[src/rtl/hck_pkg.sv]
// hck_pkg: shared types and constants for the HSV chroma-key compositor.
// No dependencies; used by hsv_chroma_key_compositor_top.
package hck_pkg;

    localparam int unsigned CH_W    = 8;     // colour channel width
    localparam int unsigned HUE_W   = 9;     // hue bound width, whole degrees
    localparam int unsigned THR_W   = 7;     // sat/val threshold width, hundredths
    localparam int unsigned CFG_IDX_W = 3;
    localparam int unsigned CFG_DAT_W = 9;

    localparam int unsigned PROD_W  = 15;    // 100*d, t*max, 255*t, blend sums
    localparam int unsigned HNUM_W  = 17;    // hue numerator and band limits

    // reset values of the configuration registers
    localparam logic [HUE_W-1:0] HUE_LOW_RST  = 9'd60;
    localparam logic [HUE_W-1:0] HUE_HIGH_RST = 9'd130;
    localparam logic [THR_W-1:0] KEY_SAT_RST  = 7'd40;
    localparam logic [THR_W-1:0] KEY_VAL_RST  = 7'd30;
    localparam logic [THR_W-1:0] EDGE_SAT_RST = 7'd20;
    localparam logic [THR_W-1:0] EDGE_VAL_RST = 7'd20;

    // blend weights in hundredths
    localparam logic [6:0] W_RB_FG_A = 7'd42;
    localparam logic [6:0] W_RB_BG_A = 7'd70;
    localparam logic [6:0] W_G_FG_A  = 7'd30;
    localparam logic [6:0] W_G_BG_A  = 7'd70;
    localparam logic [6:0] W_RB_FG_B = 7'd60;
    localparam logic [6:0] W_RB_BG_B = 7'd50;
    localparam logic [6:0] W_G_FG_B  = 7'd50;
    localparam logic [6:0] W_G_BG_B  = 7'd50;

    // floor(x/100) = (x*5243) >> 19, exact for x below 43699
    localparam logic [12:0]  DIV100_RECIP = 13'd5243;
    localparam int unsigned  DIV100_SHIFT = 19;

    typedef enum logic [CFG_IDX_W-1:0] {
        CFG_HUE_LOW  = 3'd0,
        CFG_HUE_HIGH = 3'd1,
        CFG_KEY_SAT  = 3'd2,
        CFG_KEY_VAL  = 3'd3,
        CFG_EDGE_SAT = 3'd4,
        CFG_EDGE_VAL = 3'd5
    } t_cfg_idx;

    // which channel is largest, and whether the red hue wraps round
    typedef enum logic [1:0] {
        HS_RED      = 2'd0,
        HS_RED_WRAP = 2'd1,
        HS_GREEN    = 2'd2,
        HS_BLUE     = 2'd3
    } t_hsel;

    typedef enum logic [1:0] {
        KIND_PASS = 2'd0,
        KIND_EDGE = 2'd1,
        KIND_KEY  = 2'd2
    } t_kind;

    typedef struct packed {
        logic [CH_W-1:0] red;
        logic [CH_W-1:0] green;
        logic [CH_W-1:0] blue;
    } t_pix;

endpackage

[src/rtl/hsv_chroma_key_compositor_top.sv]
// hsv_chroma_key_compositor_top: four-stage pipelined HSV chroma keyer and blender.
// Depends on hck_pkg (types, weights, reciprocal constant).
//
//  channel   | direction | fields (tdata, lowest bits first)
//  s_axis    | in        | fg_red, fg_green, fg_blue, bg_red, bg_green, bg_blue
//  m_axis    | out       | out_red, out_green, out_blue, alpha
//  cfg       | in        | index 0..5 selects a register, data in the low bits
//
// One item per clock unless the output stalls; each item is registered in every stage.
// Stages: min/max/hue select, products, compares and blend select,
// divide by 100 and output mux. Each stage holds its own valid bit and
// moves on when the stage after it is empty or moving, so a stall at the
// output fills the bubbles before o_s_axis_tready drops.
// Synchronous active-low reset empties the pipeline and reloads the registers.
module hsv_chroma_key_compositor_top (
    input  logic        i_clk,
    input  logic        i_rst_n,
    input  logic        i_s_axis_tvalid,
    output logic        o_s_axis_tready,
    // fg_red, fg_green, fg_blue, bg_red, bg_green, bg_blue
    input  logic [47:0] i_s_axis_tdata,
    output logic        o_m_axis_tvalid,
    input  logic        i_m_axis_tready,
    // out_red, out_green, out_blue, alpha
    output logic [31:0] o_m_axis_tdata,
    input  logic        i_cfg_valid,
    output logic        o_cfg_ready,
    input  logic [hck_pkg::CFG_IDX_W-1:0] i_cfg_index,
    input  logic [hck_pkg::CFG_DAT_W-1:0] i_cfg_data
);

    localparam int unsigned CW = hck_pkg::CH_W;
    localparam int unsigned PW = hck_pkg::PROD_W;
    localparam int unsigned NW = hck_pkg::HNUM_W;

    // ---------------- configuration ----------------
    logic [hck_pkg::HUE_W-1:0] r_hue_low, r_hue_high;
    logic [hck_pkg::THR_W-1:0] r_key_sat, r_key_val, r_edge_sat, r_edge_val;

    assign o_cfg_ready = 1'b1;

    always_ff @(posedge i_clk) begin
        if (!i_rst_n) begin
            r_hue_low  <= hck_pkg::HUE_LOW_RST;
            r_hue_high <= hck_pkg::HUE_HIGH_RST;
            r_key_sat  <= hck_pkg::KEY_SAT_RST;
            r_key_val  <= hck_pkg::KEY_VAL_RST;
            r_edge_sat <= hck_pkg::EDGE_SAT_RST;
            r_edge_val <= hck_pkg::EDGE_VAL_RST;
        end else if (i_cfg_valid) begin
            unique case (i_cfg_index)
                hck_pkg::CFG_HUE_LOW:  r_hue_low  <= i_cfg_data;
                hck_pkg::CFG_HUE_HIGH: r_hue_high <= i_cfg_data;
                hck_pkg::CFG_KEY_SAT:  r_key_sat  <= i_cfg_data[hck_pkg::THR_W-1:0];
                hck_pkg::CFG_KEY_VAL:  r_key_val  <= i_cfg_data[hck_pkg::THR_W-1:0];
                hck_pkg::CFG_EDGE_SAT: r_edge_sat <= i_cfg_data[hck_pkg::THR_W-1:0];
                hck_pkg::CFG_EDGE_VAL: r_edge_val <= i_cfg_data[hck_pkg::THR_W-1:0];
                default: ;
            endcase
        end
    end

    // ---------------- flow control ----------------
    logic r_v1, r_v2, r_v3, r_v4;
    logic w_rdy1, w_rdy2, w_rdy3, w_rdy4;

    assign w_rdy4 = !r_v4 || i_m_axis_tready;
    assign w_rdy3 = !r_v3 || w_rdy4;
    assign w_rdy2 = !r_v2 || w_rdy3;
    assign w_rdy1 = !r_v1 || w_rdy2;
    assign o_s_axis_tready = w_rdy1;

    always_ff @(posedge i_clk) begin
        if (!i_rst_n) begin
            r_v1 <= 1'b0;
            r_v2 <= 1'b0;
            r_v3 <= 1'b0;
            r_v4 <= 1'b0;
        end else begin
            if (w_rdy1) r_v1 <= i_s_axis_tvalid;
            if (w_rdy2) r_v2 <= r_v1;
            if (w_rdy3) r_v3 <= r_v2;
            if (w_rdy4) r_v4 <= r_v3;
        end
    end

    // ---------------- stage 1: max, min, hue select ----------------
    hck_pkg::t_pix w_fg, w_bg;
    assign w_fg = '{red: i_s_axis_tdata[7:0], green: i_s_axis_tdata[15:8],
                    blue: i_s_axis_tdata[23:16]};
    assign w_bg = '{red: i_s_axis_tdata[31:24], green: i_s_axis_tdata[39:32],
                    blue: i_s_axis_tdata[47:40]};

    logic [CW-1:0]   n_mx, n_mn;
    logic [CW:0]     n_diff;
    hck_pkg::t_hsel  n_hsel;

    always_comb begin
        if (w_fg.red >= w_fg.green && w_fg.red >= w_fg.blue) begin
            n_mx   = w_fg.red;
            n_diff = {1'b0, w_fg.green} - {1'b0, w_fg.blue};
            n_hsel = (w_fg.green < w_fg.blue) ? hck_pkg::HS_RED_WRAP : hck_pkg::HS_RED;
        end else if (w_fg.green >= w_fg.blue) begin
            n_mx   = w_fg.green;
            n_diff = {1'b0, w_fg.blue} - {1'b0, w_fg.red};
            n_hsel = hck_pkg::HS_GREEN;
        end else begin
            n_mx   = w_fg.blue;
            n_diff = {1'b0, w_fg.red} - {1'b0, w_fg.green};
            n_hsel = hck_pkg::HS_BLUE;
        end
        n_mn = w_fg.red;
        if (w_fg.green < n_mn) n_mn = w_fg.green;
        if (w_fg.blue < n_mn)  n_mn = w_fg.blue;
    end

    logic [CW-1:0]   r1_mx, r1_d;
    logic [CW:0]     r1_diff;
    hck_pkg::t_hsel  r1_hsel;
    hck_pkg::t_pix   r1_fg, r1_bg;

    always_ff @(posedge i_clk) begin
        if (w_rdy1) begin
            r1_mx   <= n_mx;
            r1_d    <= n_mx - n_mn;
            r1_diff <= n_diff;
            r1_hsel <= n_hsel;
            r1_fg   <= w_fg;
            r1_bg   <= w_bg;
        end
    end

    // ---------------- stage 2: products ----------------
    logic [NW-1:0] n_base, n_num;
    logic [PW-1:0] n_diff60;

    always_comb begin
        unique case (r1_hsel)
            hck_pkg::HS_RED:      n_base = '0;
            hck_pkg::HS_RED_WRAP: n_base = NW'(r1_d) * NW'(360);
            hck_pkg::HS_GREEN:    n_base = NW'(r1_d) * NW'(120);
            hck_pkg::HS_BLUE:     n_base = NW'(r1_d) * NW'(240);
            default:              n_base = '0;
        endcase
        // signed diff, modular arithmetic: the true sum is never negative
        n_diff60 = {{(PW-CW-1){r1_diff[CW]}}, r1_diff} * PW'(60);
        n_num    = n_base + {{(NW-PW){n_diff60[PW-1]}}, n_diff60};
    end

    logic [NW-1:0] r2_num, r2_lo, r2_hi;
    logic [PW-1:0] r2_sat100, r2_ksat_p, r2_esat_p, r2_val100, r2_kval_p, r2_eval_p;
    logic          r2_mx_zero, r2_d_zero;
    logic [2*CW-1:0] r2_gg, r2_rb;
    logic [PW-1:0] r2_red_a, r2_red_b, r2_grn_a, r2_grn_b, r2_blu_a, r2_blu_b;
    hck_pkg::t_pix r2_fg, r2_bg;

    always_ff @(posedge i_clk) begin
        if (w_rdy2) begin
            r2_num     <= n_num;
            r2_lo      <= NW'(r_hue_low)  * NW'(r1_d);
            r2_hi      <= NW'(r_hue_high) * NW'(r1_d);
            r2_sat100  <= PW'(r1_d) * PW'(100);
            r2_ksat_p  <= PW'(r_key_sat)  * PW'(r1_mx);
            r2_esat_p  <= PW'(r_edge_sat) * PW'(r1_mx);
            r2_val100  <= PW'(r1_mx) * PW'(100);
            r2_kval_p  <= PW'(r_key_val)  * PW'(255);
            r2_eval_p  <= PW'(r_edge_val) * PW'(255);
            r2_mx_zero <= (r1_mx == '0);
            r2_d_zero  <= (r1_d == '0);
            r2_gg      <= (2*CW)'(r1_fg.green) * (2*CW)'(r1_fg.green);
            r2_rb      <= (2*CW)'(r1_fg.red) * (2*CW)'(r1_fg.blue);
            r2_red_a   <= PW'(r1_fg.red) * PW'(hck_pkg::W_RB_FG_A)
                        + PW'(r1_bg.red) * PW'(hck_pkg::W_RB_BG_A);
            r2_red_b   <= PW'(r1_fg.red) * PW'(hck_pkg::W_RB_FG_B)
                        + PW'(r1_bg.red) * PW'(hck_pkg::W_RB_BG_B);
            r2_grn_a   <= PW'(r1_fg.green) * PW'(hck_pkg::W_G_FG_A)
                        + PW'(r1_bg.green) * PW'(hck_pkg::W_G_BG_A);
            r2_grn_b   <= PW'(r1_fg.green) * PW'(hck_pkg::W_G_FG_B)
                        + PW'(r1_bg.green) * PW'(hck_pkg::W_G_BG_B);
            r2_blu_a   <= PW'(r1_fg.blue) * PW'(hck_pkg::W_RB_FG_A)
                        + PW'(r1_bg.blue) * PW'(hck_pkg::W_RB_BG_A);
            r2_blu_b   <= PW'(r1_fg.blue) * PW'(hck_pkg::W_RB_FG_B)
                        + PW'(r1_bg.blue) * PW'(hck_pkg::W_RB_BG_B);
            r2_fg      <= r1_fg;
            r2_bg      <= r1_bg;
        end
    end

    // ---------------- stage 3: compares, classify ----------------
    logic n_in_band, n_key_sat, n_edge_sat, n_key, n_edge, n_sel_a;
    hck_pkg::t_kind n_kind;

    always_comb begin
        // grey pixel: hue is 0
        n_in_band  = r2_d_zero ? (r_hue_low == '0)
                               : (r2_num >= r2_lo && r2_num <= r2_hi);
        // black pixel: saturation 0
        n_key_sat  = r2_mx_zero ? (r_key_sat == '0)  : (r2_sat100 >= r2_ksat_p);
        n_edge_sat = r2_mx_zero ? (r_edge_sat == '0) : (r2_sat100 >= r2_esat_p);
        n_key      = n_in_band && n_key_sat  && (r2_val100 >= r2_kval_p);
        n_edge     = n_in_band && n_edge_sat && (r2_val100 >= r2_eval_p);
        n_sel_a    = (r2_rb != '0) && ({1'b0, r2_gg} >= {r2_rb, 1'b0});
        if (n_key)       n_kind = hck_pkg::KIND_KEY;
        else if (n_edge) n_kind = hck_pkg::KIND_EDGE;
        else             n_kind = hck_pkg::KIND_PASS;
    end

    hck_pkg::t_kind r3_kind;
    logic [PW-1:0]  r3_sum_r, r3_sum_g, r3_sum_b;
    hck_pkg::t_pix  r3_fg, r3_bg;

    always_ff @(posedge i_clk) begin
        if (w_rdy3) begin
            r3_kind  <= n_kind;
            r3_sum_r <= n_sel_a ? r2_red_a : r2_red_b;
            r3_sum_g <= n_sel_a ? r2_grn_a : r2_grn_b;
            r3_sum_b <= n_sel_a ? r2_blu_a : r2_blu_b;
            r3_fg    <= r2_fg;
            r3_bg    <= r2_bg;
        end
    end

    // ---------------- stage 4: divide by 100, saturate, output mux ----------------
    function automatic logic [CW-1:0] div100_sat(input logic [PW-1:0] x);
        logic [PW+12:0] prod;
        logic [CW:0]    q;
        prod = (PW+13)'(x) * (PW+13)'(hck_pkg::DIV100_RECIP);
        q    = prod[hck_pkg::DIV100_SHIFT +: (CW+1)];
        return q[CW] ? {CW{1'b1}} : q[CW-1:0];
    endfunction

    hck_pkg::t_pix n_pix;
    logic [CW-1:0] n_alpha;

    always_comb begin
        unique case (r3_kind)
            hck_pkg::KIND_KEY: begin
                n_pix   = r3_bg;
                n_alpha = '0;
            end
            hck_pkg::KIND_EDGE: begin
                n_pix   = '{red: div100_sat(r3_sum_r), green: div100_sat(r3_sum_g),
                            blue: div100_sat(r3_sum_b)};
                n_alpha = '1;
            end
            default: begin
                n_pix   = r3_fg;
                n_alpha = '1;
            end
        endcase
    end

    hck_pkg::t_pix r4_pix;
    logic [CW-1:0] r4_alpha;

    always_ff @(posedge i_clk) begin
        if (w_rdy4) begin
            r4_pix   <= n_pix;
            r4_alpha <= n_alpha;
        end
    end

    assign o_m_axis_tvalid = r_v4;
    assign o_m_axis_tdata  = {r4_alpha, r4_pix.blue, r4_pix.green, r4_pix.red};

    // ---------------- assertions ----------------
    a_alpha_code: assert property (@(posedge i_clk) disable iff (!i_rst_n)
        o_m_axis_tvalid |-> (o_m_axis_tdata[31:24] == 8'd0 || o_m_axis_tdata[31:24] == 8'd255))
        else $error("alpha neither 0 nor 255");

    a_full_only: assert property (@(posedge i_clk) disable iff (!i_rst_n)
        !o_s_axis_tready |-> (r_v1 && r_v2 && r_v3 && r_v4 && !i_m_axis_tready))
        else $error("input stalled with room in the pipeline");

    a_out_source: assert property (@(posedge i_clk) disable iff (!i_rst_n)
        $rose(o_m_axis_tvalid) |-> $past(r_v3))
        else $error("output item without a stage-3 item behind it");

    a_reset_empty: assert property (@(posedge i_clk)
        !i_rst_n |=> !o_m_axis_tvalid)
        else $error("output valid straight after reset");

endmodule
[config.mk]
export PLATFORM = sky130hd
export DESIGN_NAME = hsv_chroma_key_compositor_top
export DESIGN_NICKNAME = d
export VERILOG_FILES = /design/src/rtl/hck_pkg.sv /design/src/rtl/hsv_chroma_key_compositor_top.sv
export SDC_FILE = /design/constraint.sdc
export NUM_CORES = 2
export LEC_CHECK = 0
export BUFFER_PORTS_ARGS = -buffer_cell sky130_fd_sc_hd__buf_2
export CAP_MARGIN = 20
export CORE_MARGIN = 2
export CORE_UTILIZATION = 44
export DETAILED_ROUTE_END_ITERATION = 6
export GPL_TIMING_DRIVEN = 0
export SYNTH_ARGS = -nofsm -noshare
export SYNTH_HDL_FRONTEND = slang
export SYNTH_SLANG_ARGS = --single-unit
[constraint.sdc]
create_clock -name i_clk -period 12.9 [get_ports i_clk]
set_clock_uncertainty 0.1 [all_clocks]
set_input_delay 2.58 -clock i_clk [delete_from_list [all_inputs] [get_ports i_clk]]
set_output_delay 2.58 -clock i_clk [all_outputs]
set_load 0.02 [all_outputs]
==> metrics.yaml <==
cp_num_buf_inv: 4
cp_data_arrival_time_ps: 8260
vias: 39684
fillers: 12459
ys_ff_latch: 538
postCtsSetupRepairBufs: 0
status: "complete, no violations"
synth_area_leaders: "edfxtp_1 (24%), ha_1 (24%), fa_1 (18%)"
yosys.area.top_type: "edfxtp_1"
cts_tree: "built"
start_util_pct: 44.4
clock_latency_ps: 660
synth_warnings: 0
vias_per_cell: 5.11
synth_edf_count: 488
area_delta_synth_final_pct: 8.31
antenna_found_initial: 6
drt-initial-drc-count: 1846
gr-total-overflow: 0
wl_per_cell_um: 16.7
ioPinCount: 100
grt_max_degree: 128
grt_pass1_vias: 40996
die_y_um: 374
period_needed_ps: 7970
synth_nets: 7543
maxCapViolCount: 0
worstHoldPathType: "flip-flop to flip-flop"
cts_max_level: 3
cts_buffers: 68
cp.required_ps: 13200
coreArea_um2: 136000
cp-end-kind: "flip-flop"
path_class: "primary input to flip-flop"
fp.dieW_um: 374
async_flop_share_pct: 0
antennaDiodeCount: 0
synth-seq-area-share_pct: 26.0
setup_viol: 0
cts-root-buf: "clkbuf_16"
hold_viol_final: 0
crit_slowest_cell: "a211oi_4"
crit_path_max_incr_delay_ps: 450
layout-drive-gt1-share_pct: 5.26
synthDistinctLibCells: 80
synth_area_um2: 60200
tightest_slew_ps: 1070
period_share_pct: 61.8
syn_inst: 5765
postRouteAntennaNets: 0
finalMaxSlewViolations: 0
gp_congestion: 0.878
layout.nets: 7715
clock-sinks: 538
num_rows: 135
rsz0062_at_grt: "false"
dp_hpwl_um: 106000
path_clk_slew_ps: 60
crit_top_cell: "a21oi_1"
crit_family: "compound AO/OA/AOI/OAI gates"
die-area_um2: 140000
synth_top_area_share_pct: 24.3
routed_wl_um: 130000
cts_resized: 0
clock_path_buffers: 3
cp_max_fo: 10
timing.fmax_mhz: 126
ys.flop_type: "edfxtp_1"
route.detailed.drc: 0
grt.total_usage_pct: 19.1
io_buffers: 97
grt_pass1_wl_um: 214000
cts_hold_buf: 0
cp-start-kind: "primary input"
max_slew_margin_pct: 28.4
tns_ps: 0
avgSynthCellArea_um2: 10.4
dr.pass1.iters: 5
[placed cells by master (no fill, tap or decap), drive strengths merged, types with 12 or more instances in the layout]
cell,instances
nand3,49
nand4,20
o21ai,134
nor2,202
or2,26
mux2i,24
edfxtp,488
o311a,12
xnor2,252
o211ai,21
dfxtp,50
clkinv,21
buf,115
a21o,100
nand2b,27
a211oi,14
ha,1159
xor2,99
nand2,355
and3,17
or3,24
clkbuf,150
fa,554
inv,1138
mux2,50
nor2b,57
a31oi,19
o21a,77
o21bai,61
nor3,54
a21boi,34
a21oi,274
and2,184
[area by class of cell]
class	instances	area [um2]	area share (%)
tap	1781	2230	3.42
timing repair buffer	102	623	0.955
sequential	538	15700	24.0
clock buffer	83	1810	2.77
clock inverter	37	325	0.499
buffer	80	337	0.516
multi-input combinational	4017	40000	61.3
inverter	1130	4250	6.51
[state kept, by name (all words and copies together) (netlist names), 15 cells and up]
| name | cells |
|---|---|
| r2_fg | 23 |
| r1_bg | 24 |
| r2_kval_p | 15 |
| r2_gg | 15 |
| r2_bg | 24 |
| r2_num | 15 |
| r2_lo | 17 |
| r2_esat_p | 15 |
| r2_hi | 17 |
| r3_fg | 24 |
| r1_fg | 24 |
| o_m_axis_tdata | 24 |
| r2_rb | 16 |
| r2_eval_p | 15 |
| r3_bg | 24 |
| r2_ksat_p | 15 |
[stage by stage]
stage,std cells,util (%),instance area [um2],setup WS (ps),hold slack [ps]
global placement,7643,46.4,63000,412,300
finish,7768,48.1,65300,4930,294
floorplan,5765,-,60200,3570,300
global route,7768,48.1,65300,4530,310
CTS,7768,48.1,65300,5080,305
detailed placement,7648,46.5,63100,4400,305
[logic make-up (layout without fill, tap and decap cells)]
family	Yosys count	count (layout)	share of synthesized area (%)
xor+xnor	351	351	5.12
fa+ha+maj	1713	1713	42.5
simple gates	1043	1043	8.38
buf+inv	1210	1432	7.60
mux	74	74	1.33
compound gates	835	835	9.09
flops	538	538	26.0
other cells	1	1	0.00622
[cell usage after synthesis, drive strengths merged (77+ instances only)]
cell,count
ha,1159
inv,1130
fa,554
edfxtp,488
nand2,355
a21oi,274
xnor2,252
nor2,202
and2,184
o21ai,134
a21o,100
xor2,99
o21a,77
[layer usage]
metal	global-route usage (%)	up-vias	routed length (um)
li1	-	19573	-
met1	26.9	19278	62200
met2	30.9	687	58500
met3	2.67	146	6130
met4	4.90	0	2770
met5	0	-	0
[worst paths after layout]
| path | startpoint | to | slack [ps] | cells past startpoint |
|---|---|---|---|---|
| setup / recovery | i_s_axis_tdata[9] | r1_d[7]$_DFFE_PP_ | 4930 | 26 |
| hold / removal | r2_fg[3]$_DFFE_PP_ | r3_fg[3]$_DFFE_PP_ | 290 | 0 |
| setup reg to reg | r3_sum_r[9]$_DFFE_PP_ | o_m_axis_tdata[2]$_DFFE_PP_ | 6490 | 16 |
| hold reg to reg | r2_fg[3]$_DFFE_PP_ | r3_fg[3]$_DFFE_PP_ | 290 | 0 |
Power is left out: the tool's default activity adds up to more than one toggle a clock period on the data nets, which glitch-free logic cannot reach.
